$ cat config.mk
export PLATFORM = sky130hd
export DESIGN_NAME = cti_ctrl
export DESIGN_NICKNAME = d
export VERILOG_FILES = /design/src/rtl/cti_pkg.sv /design/src/rtl/cti_ctrl.sv
export VERILOG_INCLUDE_DIRS = /design/src /design/src/rtl
export SDC_FILE = /design/constraint.sdc
export NUM_CORES = 1
export LEC_CHECK = 0
export BUFFER_PORTS_ARGS = -buffer_cell sky130_fd_sc_hd__buf_2
export CORE_MARGIN = 1
export CORE_UTILIZATION = 39
export CTS_BUF_LIST = sky130_fd_sc_hd__clkbuf_16
export CTS_CLUSTER_DIAMETER = 150
export DETAILED_ROUTE_END_ITERATION = 12
export GPL_TIMING_DRIVEN = 0
export PLACE_DENSITY_LB_ADDON = 0.1
export SLEW_MARGIN = 20
export SYNTH_ARGS = -nofsm -noshare
export SYNTH_HDL_FRONTEND = slang
export SYNTH_SLANG_ARGS = --single-unit
$ cat constraint.sdc
create_clock -name clk -period 2.6 [get_ports clk]
set_input_delay 0.52 -clock clk [delete_from_list [all_inputs] [get_ports clk]]
set_output_delay 0.52 -clock clk [all_outputs]
set_load 0.005 [all_outputs]
$ cat src/rtl/assert_macros.svh
// Assertion macros used by the RTL of the cache table
`ifndef ASSERT_MACROS_SVH
`define ASSERT_MACROS_SVH

// Check that a condition holds at every clock edge out of reset
`define ASSERT_ALWAYS(lbl, clk, rstn, cond) \
    lbl: assert property (@(posedge clk) disable iff (!rstn) (cond)) \
        else $error("invariant check failed");

// Check that a condition holds in the same cycle as its trigger
`define ASSERT_IMPLY(lbl, clk, rstn, ante, cons) \
    lbl: assert property (@(posedge clk) disable iff (!rstn) (ante) |-> (cons)) \
        else $error("same-cycle implication failed");

// Check that a condition holds in the cycle after its trigger
`define ASSERT_NEXT(lbl, clk, rstn, ante, cons) \
    lbl: assert property (@(posedge clk) disable iff (!rstn) (ante) |=> (cons)) \
        else $error("next-cycle implication failed");

`endif

$ cat src/rtl/cti_pkg.sv
// Types, constants and helpers shared by the cache table modules
package cti_pkg;

    localparam int PAGES = 1024;
    localparam int USERS = 2;
    localparam int IDX_W = $clog2(PAGES);
    localparam int CNT_W = $clog2(PAGES + 1);
    localparam int OWN_W = (USERS > 1) ? $clog2(USERS) : 1;
    localparam int SUM_W = CNT_W + OWN_W + 1;

    typedef logic [31:0]      word_t;
    typedef logic [1:0]       user_t;
    typedef logic [9:0]       page_t;
    typedef logic [10:0]      ucount_t;
    typedef logic [IDX_W-1:0] idx_t;
    typedef logic [CNT_W-1:0] cnt_t;
    typedef logic [OWN_W-1:0] own_t;
    typedef logic [SUM_W-1:0] sum_t;

    typedef enum logic {
        OP_INSERT = 1'b0,
        OP_EVICT  = 1'b1
    } op_t;

    typedef enum logic [2:0] {
        STATUS_INSERTED = 3'd0,
        STATUS_HIT      = 3'd1,
        STATUS_FULL     = 3'd2,
        STATUS_EVICTED  = 3'd3,
        STATUS_NOMATCH  = 3'd4
    } status_t;

    // One request as it arrives on the input channel
    typedef struct packed {
        op_t   op;
        word_t block;
        logic  dirty;
        user_t user;
        word_t atime;
        word_t prize;
    } req_t;

    // One table slot as it sits in the entry memory
    typedef struct packed {
        logic  valid;
        word_t tag;
        logic  dirty;
        own_t  owner;
        word_t ltime;
        word_t prio;
    } entry_t;

    localparam int ENTRY_W = $bits(entry_t);

    // One result as it leaves on the output channel
    typedef struct packed {
        status_t status;
        page_t   page;
        word_t   block;
        logic    dirty;
        user_t   user;
        ucount_t count;
    } result_t;

    // Map a requested user to an owner index; out-of-range users count as user one
    function automatic own_t norm_user(input user_t u);
        if ((u == user_t'(0)) || (int'(u) > USERS))
        begin
            return own_t'(0);
        end
        return own_t'(int'(u) - 1);
    endfunction

    // Map an owner index back to the user number, counted from one
    function automatic user_t own_to_user(input own_t o);
        return user_t'(o) + user_t'(1);
    endfunction

endpackage

$ cat src/rtl/cti_ctrl.sv
// Scan sequencer: clears the table, scans it per item, commits the update
`include "assert_macros.svh"

module cti_ctrl (
    input  logic                         clk,
    input  logic                         rst_n,
    input  logic                         in_valid,
    output logic                         in_ready,
    input  cti_pkg::req_t                in_req,
    output logic                         res_valid,
    input  logic                         res_ready,
    output cti_pkg::result_t             res,
    output logic                         rd_en,
    output cti_pkg::idx_t                rd_addr,
    input  logic [cti_pkg::ENTRY_W-1:0]  rd_data,
    output logic                         wr_en,
    output cti_pkg::idx_t                wr_addr,
    output logic [cti_pkg::ENTRY_W-1:0]  wr_data
);

    typedef enum logic [2:0] {
        ST_CLEAR,
        ST_IDLE,
        ST_SCAN,
        ST_COMMIT,
        ST_DONE
    } state_t;

    state_t             state_reg, state_next;
    cti_pkg::cnt_t      scan_cnt_reg, scan_cnt_next;
    logic               chk_valid_reg, chk_valid_next;
    cti_pkg::idx_t      chk_idx_reg, chk_idx_next;
    cti_pkg::req_t      req_reg, req_next;
    cti_pkg::own_t      own_reg, own_next;
    logic               found_reg, found_next;
    cti_pkg::idx_t      sel_idx_reg, sel_idx_next;
    cti_pkg::entry_t    sel_entry_reg, sel_entry_next;
    logic               free_found_reg, free_found_next;
    cti_pkg::idx_t      free_idx_reg, free_idx_next;
    cti_pkg::cnt_t      free_pages_reg, free_pages_next;
    cti_pkg::cnt_t      user_pages_reg [cti_pkg::USERS];
    cti_pkg::cnt_t      user_pages_next [cti_pkg::USERS];
    cti_pkg::result_t   res_reg, res_next;
    cti_pkg::sum_t      occ_sum;

    cti_pkg::entry_t    rd_entry;

    assign rd_entry  = cti_pkg::entry_t'(rd_data);
    assign in_ready  = (state_reg == ST_IDLE);
    assign res_valid = (state_reg == ST_DONE);
    assign res       = res_reg;

    // Next-state logic for the clear pass, the scan and the commit
    always_comb
    begin
        cti_pkg::entry_t upd;
        cti_pkg::cnt_t   cnt_tmp;

        upd             = sel_entry_reg;
        cnt_tmp         = '0;
        state_next      = state_reg;
        scan_cnt_next   = scan_cnt_reg;
        chk_valid_next  = 1'b0;
        chk_idx_next    = chk_idx_reg;
        req_next        = req_reg;
        own_next        = own_reg;
        found_next      = found_reg;
        sel_idx_next    = sel_idx_reg;
        sel_entry_next  = sel_entry_reg;
        free_found_next = free_found_reg;
        free_idx_next   = free_idx_reg;
        free_pages_next = free_pages_reg;
        user_pages_next = user_pages_reg;
        res_next        = res_reg;
        rd_en           = 1'b0;
        rd_addr         = scan_cnt_reg[cti_pkg::IDX_W-1:0];
        wr_en           = 1'b0;
        wr_addr         = sel_idx_reg;
        wr_data         = sel_entry_reg;

        case (state_reg)
            ST_CLEAR:
            begin
                // Sweep the memory once, invalidating every slot
                wr_en   = 1'b1;
                wr_addr = scan_cnt_reg[cti_pkg::IDX_W-1:0];
                wr_data = '0;
                if (scan_cnt_reg == cti_pkg::cnt_t'(cti_pkg::PAGES - 1))
                begin
                    scan_cnt_next = '0;
                    state_next    = ST_IDLE;
                end
                else
                begin
                    scan_cnt_next = scan_cnt_reg + cti_pkg::cnt_t'(1);
                end
            end

            ST_IDLE:
            begin
                // Capture the item and start a fresh scan
                if (in_valid)
                begin
                    req_next        = in_req;
                    own_next        = cti_pkg::norm_user(in_req.user);
                    found_next      = 1'b0;
                    free_found_next = 1'b0;
                    scan_cnt_next   = '0;
                    state_next      = ST_SCAN;
                end
            end

            ST_SCAN:
            begin
                // Issue one read per cycle across the table
                if (scan_cnt_reg != cti_pkg::cnt_t'(cti_pkg::PAGES))
                begin
                    rd_en          = 1'b1;
                    chk_valid_next = 1'b1;
                    chk_idx_next   = scan_cnt_reg[cti_pkg::IDX_W-1:0];
                    scan_cnt_next  = scan_cnt_reg + cti_pkg::cnt_t'(1);
                end
                else if (!chk_valid_reg)
                begin
                    state_next = ST_COMMIT;
                end

                // Check the slot that came back from memory
                if (chk_valid_reg)
                begin
                    if (req_reg.op == cti_pkg::OP_INSERT)
                    begin
                        if (!found_reg && rd_entry.valid && (rd_entry.tag == req_reg.block))
                        begin
                            found_next     = 1'b1;
                            sel_idx_next   = chk_idx_reg;
                            sel_entry_next = rd_entry;
                        end
                        if (!free_found_reg && !rd_entry.valid)
                        begin
                            free_found_next = 1'b1;
                            free_idx_next   = chk_idx_reg;
                        end
                    end
                    else
                    begin
                        // Keep the oldest match; equal times keep the earlier slot
                        if (rd_entry.valid && (rd_entry.prio == req_reg.prize) &&
                            (!found_reg || (rd_entry.ltime < sel_entry_reg.ltime)))
                        begin
                            found_next     = 1'b1;
                            sel_idx_next   = chk_idx_reg;
                            sel_entry_next = rd_entry;
                        end
                    end
                end
            end

            ST_COMMIT:
            begin
                res_next   = '0;
                state_next = ST_DONE;
                if (req_reg.op == cti_pkg::OP_INSERT)
                begin
                    if (found_reg)
                    begin
                        // Refresh the hit slot
                        upd.dirty = sel_entry_reg.dirty | req_reg.dirty;
                        upd.ltime = req_reg.atime;
                        wr_en     = 1'b1;
                        wr_addr   = sel_idx_reg;
                        wr_data   = upd;
                        res_next.status = cti_pkg::STATUS_HIT;
                        res_next.page   = cti_pkg::page_t'(sel_idx_reg);
                        res_next.block  = upd.tag;
                        res_next.dirty  = upd.dirty;
                        res_next.user   = cti_pkg::own_to_user(upd.owner);
                        res_next.count  = cti_pkg::ucount_t'(user_pages_reg[upd.owner]);
                    end
                    else if ((free_pages_reg == '0) || !free_found_reg)
                    begin
                        res_next.status = cti_pkg::STATUS_FULL;
                        res_next.count  = cti_pkg::ucount_t'(user_pages_reg[own_reg]);
                    end
                    else
                    begin
                        // Fill the lowest free slot
                        upd.valid = 1'b1;
                        upd.tag   = req_reg.block;
                        upd.dirty = req_reg.dirty;
                        upd.owner = own_reg;
                        upd.ltime = req_reg.atime;
                        upd.prio  = req_reg.prize;
                        wr_en     = 1'b1;
                        wr_addr   = free_idx_reg;
                        wr_data   = upd;
                        cnt_tmp   = user_pages_reg[own_reg] + cti_pkg::cnt_t'(1);
                        free_pages_next          = free_pages_reg - cti_pkg::cnt_t'(1);
                        user_pages_next[own_reg] = cnt_tmp;
                        res_next.status = cti_pkg::STATUS_INSERTED;
                        res_next.page   = cti_pkg::page_t'(free_idx_reg);
                        res_next.block  = req_reg.block;
                        res_next.dirty  = req_reg.dirty;
                        res_next.user   = cti_pkg::own_to_user(own_reg);
                        res_next.count  = cti_pkg::ucount_t'(cnt_tmp);
                    end
                end
                else
                begin
                    if (found_reg)
                    begin
                        // Free the chosen slot and drop its owner's count
                        upd.valid = 1'b0;
                        wr_en     = 1'b1;
                        wr_addr   = sel_idx_reg;
                        wr_data   = upd;
                        cnt_tmp   = user_pages_reg[sel_entry_reg.owner];
                        if (cnt_tmp != '0)
                        begin
                            cnt_tmp = cnt_tmp - cti_pkg::cnt_t'(1);
                        end
                        free_pages_next = free_pages_reg + cti_pkg::cnt_t'(1);
                        user_pages_next[sel_entry_reg.owner] = cnt_tmp;
                        res_next.status = cti_pkg::STATUS_EVICTED;
                        res_next.page   = cti_pkg::page_t'(sel_idx_reg);
                        res_next.block  = sel_entry_reg.tag;
                        res_next.dirty  = sel_entry_reg.dirty;
                        res_next.user   = cti_pkg::own_to_user(sel_entry_reg.owner);
                        res_next.count  = cti_pkg::ucount_t'(cnt_tmp);
                    end
                    else
                    begin
                        res_next.status = cti_pkg::STATUS_NOMATCH;
                    end
                end
            end

            ST_DONE:
            begin
                // Hold the result until the output register takes it
                if (res_ready)
                begin
                    state_next = ST_IDLE;
                end
            end

            default:
            begin
                state_next = ST_IDLE;
            end
        endcase
    end

    // State and registered outputs
    always_ff @(posedge clk or negedge rst_n)
    begin
        if (!rst_n)
        begin
            state_reg      <= ST_CLEAR;
            scan_cnt_reg   <= '0;
            chk_valid_reg  <= 1'b0;
            chk_idx_reg    <= '0;
            req_reg        <= '0;
            own_reg        <= '0;
            found_reg      <= 1'b0;
            sel_idx_reg    <= '0;
            sel_entry_reg  <= '0;
            free_found_reg <= 1'b0;
            free_idx_reg   <= '0;
            free_pages_reg <= cti_pkg::cnt_t'(cti_pkg::PAGES);
            for (int u = 0; u < cti_pkg::USERS; u++)
            begin
                user_pages_reg[u] <= '0;
            end
            res_reg        <= '0;
        end
        else
        begin
            state_reg      <= state_next;
            scan_cnt_reg   <= scan_cnt_next;
            chk_valid_reg  <= chk_valid_next;
            chk_idx_reg    <= chk_idx_next;
            req_reg        <= req_next;
            own_reg        <= own_next;
            found_reg      <= found_next;
            sel_idx_reg    <= sel_idx_next;
            sel_entry_reg  <= sel_entry_next;
            free_found_reg <= free_found_next;
            free_idx_reg   <= free_idx_next;
            free_pages_reg <= free_pages_next;
            user_pages_reg <= user_pages_next;
            res_reg        <= res_next;
        end
    end

    // Total pages held by all users
    always_comb
    begin
        occ_sum = '0;
        for (int u = 0; u < cti_pkg::USERS; u++)
        begin
            occ_sum = occ_sum + cti_pkg::sum_t'(user_pages_reg[u]);
        end
    end

    // Free pages and held pages always add up to the table size
    `ASSERT_ALWAYS(a_page_balance, clk, rst_n, (cti_pkg::sum_t'(free_pages_reg) + occ_sum) == cti_pkg::sum_t'(cti_pkg::PAGES))
    // Memory is written only by the clear pass or a commit
    `ASSERT_IMPLY(a_write_phase, clk, rst_n, wr_en, (state_reg == ST_CLEAR) || (state_reg == ST_COMMIT))
    // The scan finds a free slot exactly when the free count is nonzero
    `ASSERT_IMPLY(a_free_track, clk, rst_n, (state_reg == ST_COMMIT) && (req_reg.op == cti_pkg::OP_INSERT) && !found_reg, free_found_reg == (free_pages_reg != '0))
    // A handed-off result is not offered twice
    `ASSERT_NEXT(a_single_handoff, clk, rst_n, res_valid && res_ready, !res_valid)

endmodule

== Word-level counts from Yosys, hierarchy flattened ==
Cells that the tools add are included.

* Add/subtract/negate cells: 8
* $lt $le $gt $ge: 6
* Equal/unequal tests: 23
* Muxes and demuxes: 78
* Bitwise operators: 4
* Reductions and logical operators: 29

{| class="wikitable"
|+ Operator list
! cell !! count
|-
| $mux W99 || 7
|-
| $mux W11 || 20
|-
| $pmux W99 S2 || 1
|-
| $mux W59 || 2
|-
| $mux W22 || 4
|-
| $eq A32 B32 Y1 || 2
|-
| $mux W10 || 6
|-
| $mux W56 || 1
|-
| $mux W45 || 1
|-
| $bwmux W22 || 2
|-
| $add A11 B1 Y11 const B || 3
|-
| $pmux W11 S3 || 1
|-
| $lt A32 B32 Y1 || 1
|-
| $demux W11 S1 || 2
|-
| $sub A11 B1 Y11 const B || 2
|-
| $ne A2 B2 Y1 const B || 10
|-
| $pmux W10 S2 || 1
|-
| $mux W1 || 19
|-
| $mux W3 || 6
|-
| $pmux W3 S5 || 1
|-
| $reduce_and A5 Y1 || 3
|-
| $reduce_and A4 Y1 || 3
|-
| $eq A11 B10 Y1 const B || 1
|-
| $logic_not A11 Y1 || 1
|-
| 26 further kinds || 48
|}

* Register bits: 337
* Input port bits: 203
* Output and inout port bits: 182
* Word-level logic and storage cells: 177

== Logic depth before layout (Yosys ltp) ==
Gate-level depths: netlist of run 1.

* Word-level depth: 12
* Depth in mapped cells: 12
* Depth with buffers taken out: 9

== Least setup slack after synthesis of run 1 ==
OpenSTA, ideal clock, no wires.

* Path kind: flip-flop to flip-flop
* Start point: register sel_entry_reg[64] (netlist name)
* End point: register res_reg (netlist bit res[7])
* Data arrival time: 2578 ps
* Data required time: 2474 ps
* Path slack: -104 ps
* Cell stages (with the launch flop): 11
* Buffers on the path: 2
* Path through: dfrtp_1 buf_2 buf_2 mux2i_1 ha_1 o211ai_1 nor3_2 nor2_1 mux2_2 a221oi_1 nor2_1

* Longest elaborated chain between the ends: 11
* Elaborated cells between the ends (all ways): 13

{| class="wikitable"
|+ RTL lines
! item !! line !! text
|-
| start: declaration || cti_ctrl.sv:37 || <nowiki>cti_pkg::entry_t sel_entry_reg, sel_entry_next;</nowiki>
|-
| start signal: assignment || cti_ctrl.sv:287 || <nowiki>sel_entry_reg <= sel_entry_next;</nowiki>
|-
| $not A1 Y2 (implied by the code) (*) || cti_ctrl.sv:178, cti_ctrl.sv:217 ||
|-
| $mux W11 (implied by the code) (*) (3 in a row) || cti_ctrl.sv:178, cti_ctrl.sv:217 ||
|-
| $sub A11 B1 Y11 or $reduce_bool A11 Y1 (tied branches) || cti_ctrl.sv:220, cti_ctrl.sv:218 ||
|-
| $mux W11 || cti_ctrl.sv:218 || <nowiki>if (cnt_tmp != '0)</nowiki>
|-
| $mux W11 || cti_ctrl.sv:210 || <nowiki>if (found_reg)</nowiki>
|-
| $mux W11 || cti_ctrl.sv:163 || <nowiki>if (req_reg.op == cti_pkg::OP_INSERT)</nowiki>
|-
| $mux W11 || cti_ctrl.sv:81 || <nowiki>case (state_reg)</nowiki>
|-
| $mux W56 || cti_ctrl.sv:210 ||
|-
| $mux W59 (*) || cti_ctrl.sv:163 ||
|-
| end signal: assignment || cti_ctrl.sv:292 || <nowiki>res_reg <= res_next;</nowiki>
|-
| end: declaration || cti_ctrl.sv:43 || <nowiki>cti_pkg::result_t res_reg, res_next;</nowiki>
|}

Every way passes the cells marked *; elsewhere a longest branch is shown, timed or not. The select of a mux whose other input is x is not followed.
A chain may end at the register's enable or synchronous reset.

== Worst setup path after layout of run 1 ==
* Start point: register free_pages_reg[5]
* End point: output port wr_addr[7]

* Longest elaborated chain between the ends: 6

{| class="wikitable"
|+ RTL lines
! item !! line !! text
|-
| start: declaration || cti_ctrl.sv:40 || <nowiki>cti_pkg::cnt_t free_pages_reg, free_pages_next;</nowiki>
|-
| start signal: assignment || cti_ctrl.sv:270 || <nowiki>free_pages_reg <= cti_pkg::cnt_t'(cti_pkg::PAGES);</nowiki>
|-
| start signal: assignment || cti_ctrl.sv:290 || <nowiki>free_pages_reg <= free_pages_next;</nowiki>
|-
| $logic_not A11 Y1 || cti_ctrl.sv:180 || <nowiki>else if ((free_pages_reg == '0) || !free_found_reg)</nowiki>
|-
| $logic_or A1 B1 Y1 || cti_ctrl.sv:180 ||
|-
| $mux W10 || cti_ctrl.sv:180 ||
|-
| $mux W10 || cti_ctrl.sv:165 || <nowiki>if (found_reg)</nowiki>
|-
| $mux W10 || cti_ctrl.sv:163 ||
|-
| $pmux W10 S2 || cti_ctrl.sv:81 ||
|-
| end: declaration || cti_ctrl.sv:17 || <nowiki>output cti_pkg::idx_t wr_addr,</nowiki>
|}

Every way passes these cells.

==> flow_summary.yaml, run 1 <==
setup_path:
  cp_max_fo: 8
  crit_type: "flop to output port"
  required_ns: 2.08
  cpPeakStageDelay_ns: 0.42
  cp_common_cell: "clkbuf_16"
  cp_slowest_cell: "dfrtp_1"
  worstPathCellList: "nor4_4 -> a31oi_4 -> and3_4 -> buf_12 -> clkbuf_16 -> clkbuf_16 -> a22oi_2 -> nand2_2 -> buf_2"
  cp.arrival_ns: 2.61
  crit_end: "wr_addr[7]"
  path_buf_inv: 4
  r2r-start: "sel_entry_reg[37]"
  crit_path_end_kind: "output port"
  cp.depth: 9
  r2r_slack_ns: -0.24
  cp_top_family: "simple AND/OR/NAND/NOR gates"
  r2r_end: "sel_entry_reg[38]"
  reg2regPathDepth: 13
  crit_start: "free_pages_reg[5]"
  worst_setup_path_start_kind: "flop"
outcome:
  violations: "setup timing"
  run_status: "complete, but fails checks"
sta:
  fmax_mhz: 320
  grt_setup_unrepaired: "yes"
  slew_viol_final: 0
  skew_ns: 0.0148
  report.final.hold_viol_count: 0
  fin_crit_sh: 1.20
  setup_viol: 221
  relSlewSlack: 0.441
  fin_setup_tns_ns: -61.31
  worstMarginPinSlew_ns: 0.816
  fin_crit_ns: 3.13
  layout_setup_ws_ns: -0.528
pwr:
  power_density_nw_per_um2: 731
  p_leak_nw: 12.8
  finalPower_mw: 18.2
  ir_drop_mv: 0.400
  pwr-share-comb: 0.313
  p_sw_frac: 0.375
  power_switching_mw: 6.81
  seqPwrFrac: 0.390
  power.internal_mw: 11.4
  p_clk_frac: 0.296
grt:
  grt_overflow: 0
  antenna_found_initial: 14
  grt_pass1_wl_um: 103000
  grt_max_degree: 69
  grt_pass1_vias: 16500
  grt.total_usage: 0.291
logic_synthesis:
  synth_warnings: 0
  synth_seq_cells: 337
  synth-edff-count: 0
  syn_area_sq_um: 17700
  synth_fp_nets: 2096
  synthCells: 1847
  synth_flop_cell: "dfrtp_1"
  ys_seq_area_frac: 0.475
  synth_cell_types: 63
  avgSynthCellArea_sq_um: 9.60
  ys_async_sr_fraction: 1.00
floorplan:
  die_x_um: 215
  ioPinCount: 385
  start_util: 0.399
  die_area_sq_um: 46300
  die_y_um: 215
  core_area_sq_um: 44500
  fp-row-count: 77
clocking:
  cts_made_buffers: 41
  cts.path.max_buffers: 3
  htreeDepth: 2
  cts_tree: "yes"
  cts_sinks: 337
  worst_skew_pair.late_latency_ns: 0.57
  clockRootBuffer: "clkbuf_16"
  clkTransAtPathRegs_ns: 0.06
drt:
  vias: 16500
  ant_nets: 0
  drt_wl_total_um: 68900
  vias_per_cell: 5.46
  drtIter0Drc: 1169
  drt_first_pass_iters: 7
  drc: 0
  wl_per_cell_um: 22.9
finish:
  drive_above_1_share: 0.392
  design.final.nets: 2638
  largest_reg_flops: 99
  stdcell_area_sq_um: 24900
  area_growth_pct: 40.1
hold_path:
  hold_path.class: "input port to flop"
  holdPathStages: 3
placed_design:
  placed_cell_area_sq_um: 20600
  place_worst_setup_slack_ns: -1.73
  gp_congestion: 0.894
  hpwl_um: 47200
  numPortBuffers: 384
flow_run:
  max_cap_viol_count: 0
[how the worst min path moves through the flow]
stage	from	end	slack [ns]
6_report	in_req[41]	req_reg[41]	0.14
5_1_grt	in_req[91]	req_reg[91]	0.13
4_1_cts	in_req[41]	req_reg[41]	0.11
3_5_place_dp	req_reg[38]	req_reg[38]	0.46
3_3_place_gp	sel_entry_reg[98]	sel_entry_reg[98]	0.45
2_1_floorplan	rst_n	chk_idx_reg[0]	0.22
[power by group through the flow]
stage / logic [mW] / clock network [mW] / registers [mW]
CTS: 5.51 / 5.50 / 7.01
floorplan: 2.79 / 0 / 6.82
finish: 5.69 / 5.39 / 7.09
global placement: 4.63 / 0 / 7.05
detailed placement: 4.69 / 0 / 7.08
global route: 6.20 / 5.70 / 7.20
[worst min-delay path, stage by stage]
cell and delay, ns:
buf_2 0.07, nand2_1 0.04, nand2_1 0.04
[cell families after synthesis]
| kind of cell | Yosys count | synth area share |
|---|---|---|
| fa+ha+maj | 46 | 0.0329 |
| xor+xnor | 107 | 0.0528 |
| mux | 153 | 0.0976 |
| compound gates | 320 | 0.128 |
| flops | 337 | 0.475 |
| simple gates | 720 | 0.174 |
| buf+inv | 164 | 0.0396 |
[area by class of cell]
cell class	instances	area (sq um)
clock buffer	43	1080
sequential	337	8440
clock inverter	28	145
buffer	112	1160
inverter	44	168
multi-input combinational	1346	9660
fill	4004	19700
antenna	6	15.0
timing repair buffer	507	3450
tap	592	741
[metrics by stage]
| stage | std cells | hold slack [ns] | util |
|---|---|---|---|
| floorplan | 1847 | 0.224 | - |
| global placement | 2823 | 0.451 | 0.459 |
| detailed placement | 2828 | 0.462 | 0.462 |
| CTS | 2984 | 0.114 | 0.541 |
| global route | 3011 | 0.129 | 0.558 |
| finish | 3015 | 0.137 | 0.558 |
[cells in the mapped netlist, drive strengths merged, types with 8 or more instances]
cell type	number	area, sq um
a21oi	37	185
a221o	43	430
a22o	35	307
a22oi	18	135
and3	47	294
buf	37	225
clkbuf	83	313
dfrtp	336	8410
ha	45	563
inv	44	165
mux2	133	1530
mux2i	20	200
nand2	496	1860
nand3	21	105
nand4	14	87.6
nor2	69	259
nor3	23	125
nor3b	8	71.3
nor4	15	93.8
o211ai	11	82.6
o21ai	88	440
o31ai	34	255
xnor2	42	368
xor2	65	569
[metal layers]
metal | vias up | wire length [um] | track usage
li1 | 7552 | - | -
met1 | 8212 | 30000 | 0.391
met2 | 589 | 32500 | 0.471
met3 | 96 | 5010 | 0.0746
met4 | 14 | 1220 | 0.0657
met5 | - | 95 | 0
[layout by cell type, fill, tap and decap left out, drive strengths merged, types with 14 or more instances in the layout]
cell and instances:
nor4 15, nor2 69, buf 538, clkbuf 123
o31ai 34, nand3 21, nand2 496, mux2i 20
dfrtp 336, xor2 65, nand4 14, a22oi 18
o21ai 88, and3 47, inv 58, mux2 133
a221o 43, ha 45, a22o 35, xnor2 42
a21oi 37, nor3 23
[repair_timing]
| action | CTS | global route |
|---|---|---|
| pin swaps | 51 | 52 |
| cloned | 19 | 5 |
| buffers inserted | 69 | 29 |
| resized for setup | 343 | 183 |
| endpoints found under the setup margin | 378 | 309 |
| hold buffers | 1 | 0 |
| hold endpoints to repair | 53 | 0 |
Power figures use the tool's default switching activity.
==> run 2, diff against run 1 <==
==> constraint.sdc (replaced) <==
create_clock -name clk -period 2.6 [get_ports clk]
set_input_delay 0.52 -clock clk [delete_from_list [all_inputs] [get_ports clk]]
set_output_delay 0.52 -clock clk [all_outputs]
set_load 0.1 [all_outputs]
==> run 2 against run 1 <==
  * Maximum frequency is 2.8% lower
  * Register-to-register slack worse by 0.08 ns
  * Sequential cell count is the same
  * First-iteration DRC count decreased by 5.3%
  * Routed wire length increased by 1.1%
  * Combinational power rose by 25%
  * The flow still finishes with violations (setup timing)
  * Sequential power is 1% higher
==> flow_summary.yaml, run 2 (synthesis gave the netlist of run 1 again) <==
outcome:
  run_status: "complete, but fails checks"
  violations: "setup timing"
finish:
  area_growth_pct: 55.3
  largest_reg_flops: 99
  layout_common_cells: "nand2_1, dfrtp_1, buf_2, buf_12, mux2_2"
  drive_above_1_share: 0.420
  final_common_cell: "nand2_1"
  stdcell_area_sq_um: 27500
  design.final.nets: 2625
sta:
  worstMarginPinSlew_ns: 0.772
  skew_ns: 0.0220
  slew_viol_final: 0
  setup_viol: 221
  fin_crit_sh: 1.24
  grt_setup_unrepaired: "yes"
  fin_crit_ns: 3.22
  report.final.hold_viol_count: 0
  layout_setup_ws_ns: -0.619
  fmax_mhz: 311
  relSlewSlack: 0.483
setup_path:
  cp_common_cell: "buf_12"
  worstPathCellList: "clkbuf_8 -> and3b_1 -> clkbuf_8 -> and3_4 -> buf_12 -> nor2_4 -> buf_6 -> buf_12 -> clkbuf_16 -> a22o_4 -> buf_12"
  cp_slowest_cell: "dfrtp_1"
  cp_max_fo: 5
  worst_setup_path_start_kind: "flop"
  crit_type: "flop to output port"
  required_ns: 2.08
  crit_path_end_kind: "output port"
  cpPeakStageDelay_ns: 0.38
  reg2regPathDepth: 13
  cp.arrival_ns: 2.70
placed_design:
  placed_cell_area_sq_um: 21600
  hpwl_um: 47300
  gp_congestion: 0.893
  numPortBuffers: 384
flow_run:
  max_cap_viol_count: 0
floorplan:
  ioPinCount: 385
  fp-row-count: 77
  die_y_um: 215
  core_area_sq_um: 44500
  die_x_um: 215
  die_area_sq_um: 46300
  start_util: 0.399
clocking:
  worst_skew_pair.late_latency_ns: 0.57
  htreeDepth: 2
  cts_tree: "yes"
  cts_made_buffers: 41
  clkTransAtPathRegs_ns: 0.06
  cts.path.max_buffers: 3
  clockRootBuffer: "clkbuf_16"
  cts_sinks: 337
pwr:
  p_leak_nw: 13.6
  power_density_nw_per_um2: 718
  ir_drop_mv: 0.482
  finalPower_mw: 19.8
grt:
  antenna_found_initial: 11
  grt_max_degree: 84
  grt_overflow: 0
  grt_pass1_vias: 17000
  grt.total_usage: 0.299
  grt_pass1_wl_um: 105000
drt:
  vias: 16600
  ant_nets: 0
  drtIter0Drc: 1107
  wl_per_cell_um: 23.2
  vias_per_cell: 5.52
  drc: 0
  drt_wl_total_um: 69700
  drt_first_pass_iters: 5
hold_path:
  hold_path.class: "input port to flop"
  holdPathStages: 3
[run 2: changes by cell type in the layout (fill, tap and decap cells not counted), sizes merged]
cell	before	now
bufinv	1	2
clkinv	13	17
diode	6	8
clkbuf	123	128
buf	538	520
inv	58	52
[run 2: layout make-up]
type,count,area [sq um]
Antenna cell,8,20.0
Buffer,109,1190
Clock buffer,43,1080
Clock inverter,27,171
Fill cell,3711,17000
Inverter,44,168
Multi-Input combinational cell,1346,10600
Sequential cell,337,8440
Tap cell,592,741
Timing Repair Buffer,497,5130
[run 2: per-layer routing]
layer	track usage	share of wire	wire length (um)
met5	0	0.00078	54
met2	0.488	0.48	33700
met4	0.121	0.033	2320
met3	0.0626	0.063	4370
met1	0.385	0.42	29300
[run 2: worst paths after layout]
| check | slack (ns) | to | from |
|---|---|---|---|
| setup / recovery | -0.62 | wr_data[70] | state_reg[2] |
| hold / removal | 0.14 | req_reg[30] | in_req[30] |
| setup reg to reg | -0.32 | sel_entry_reg[34] | req_reg[69] |
| hold reg to reg | 0.48 | req_reg[44] | req_reg[44] |
| max in group asynchronous | 0.76 | sel_entry_reg[95] | rst_n |
| min in group asynchronous | 0.42 | user_pages_reg[8] | rst_n |
[run 2: through the flow]
stage / TNS, ns / setup WS [ns] / utilization / hold WS, ns / std cells
global placement: -2280.51 / -6.02 / 0.483 / 0.455 / 2823
finish: -76.04 / -0.619 / 0.619 / 0.143 / 3003
CTS: -85.96 / -0.640 / 0.610 / 0.114 / 2979
global route: -94.10 / -0.690 / 0.619 / 0.142 / 3000
detailed placement: -259.28 / -1.60 / 0.486 / 0.406 / 2828
floorplan: -49.97 / -0.650 / - / 0.224 / 1847
[run 2: what timing repair did]
item,4_1_cts,5_1_grt
setup buffers,62,29
hold buffers,1,0
endpoints found under the hold margin,32,0
pin swaps,74,35
setup endpoints to repair,345,293
gates cloned,25,3
gates resized for setup,794,123
[run 2: worst max-delay path: cells and delay by family (launching register included)]
family | cells | cell delay, ns
DFF | 1 | 0.38
and+or+nand+nor | 3 | 0.47
buffers and inverters | 7 | 1.02
AOI/OAI and AO/OA | 1 | 0.24
[run 2: power by group]
group / switching, mW / internal (mW)
clock network: 2.34 / 3.16
logic: 4.75 / 2.34
registers: 1.05 / 6.14
total: 8.13 / 11.6
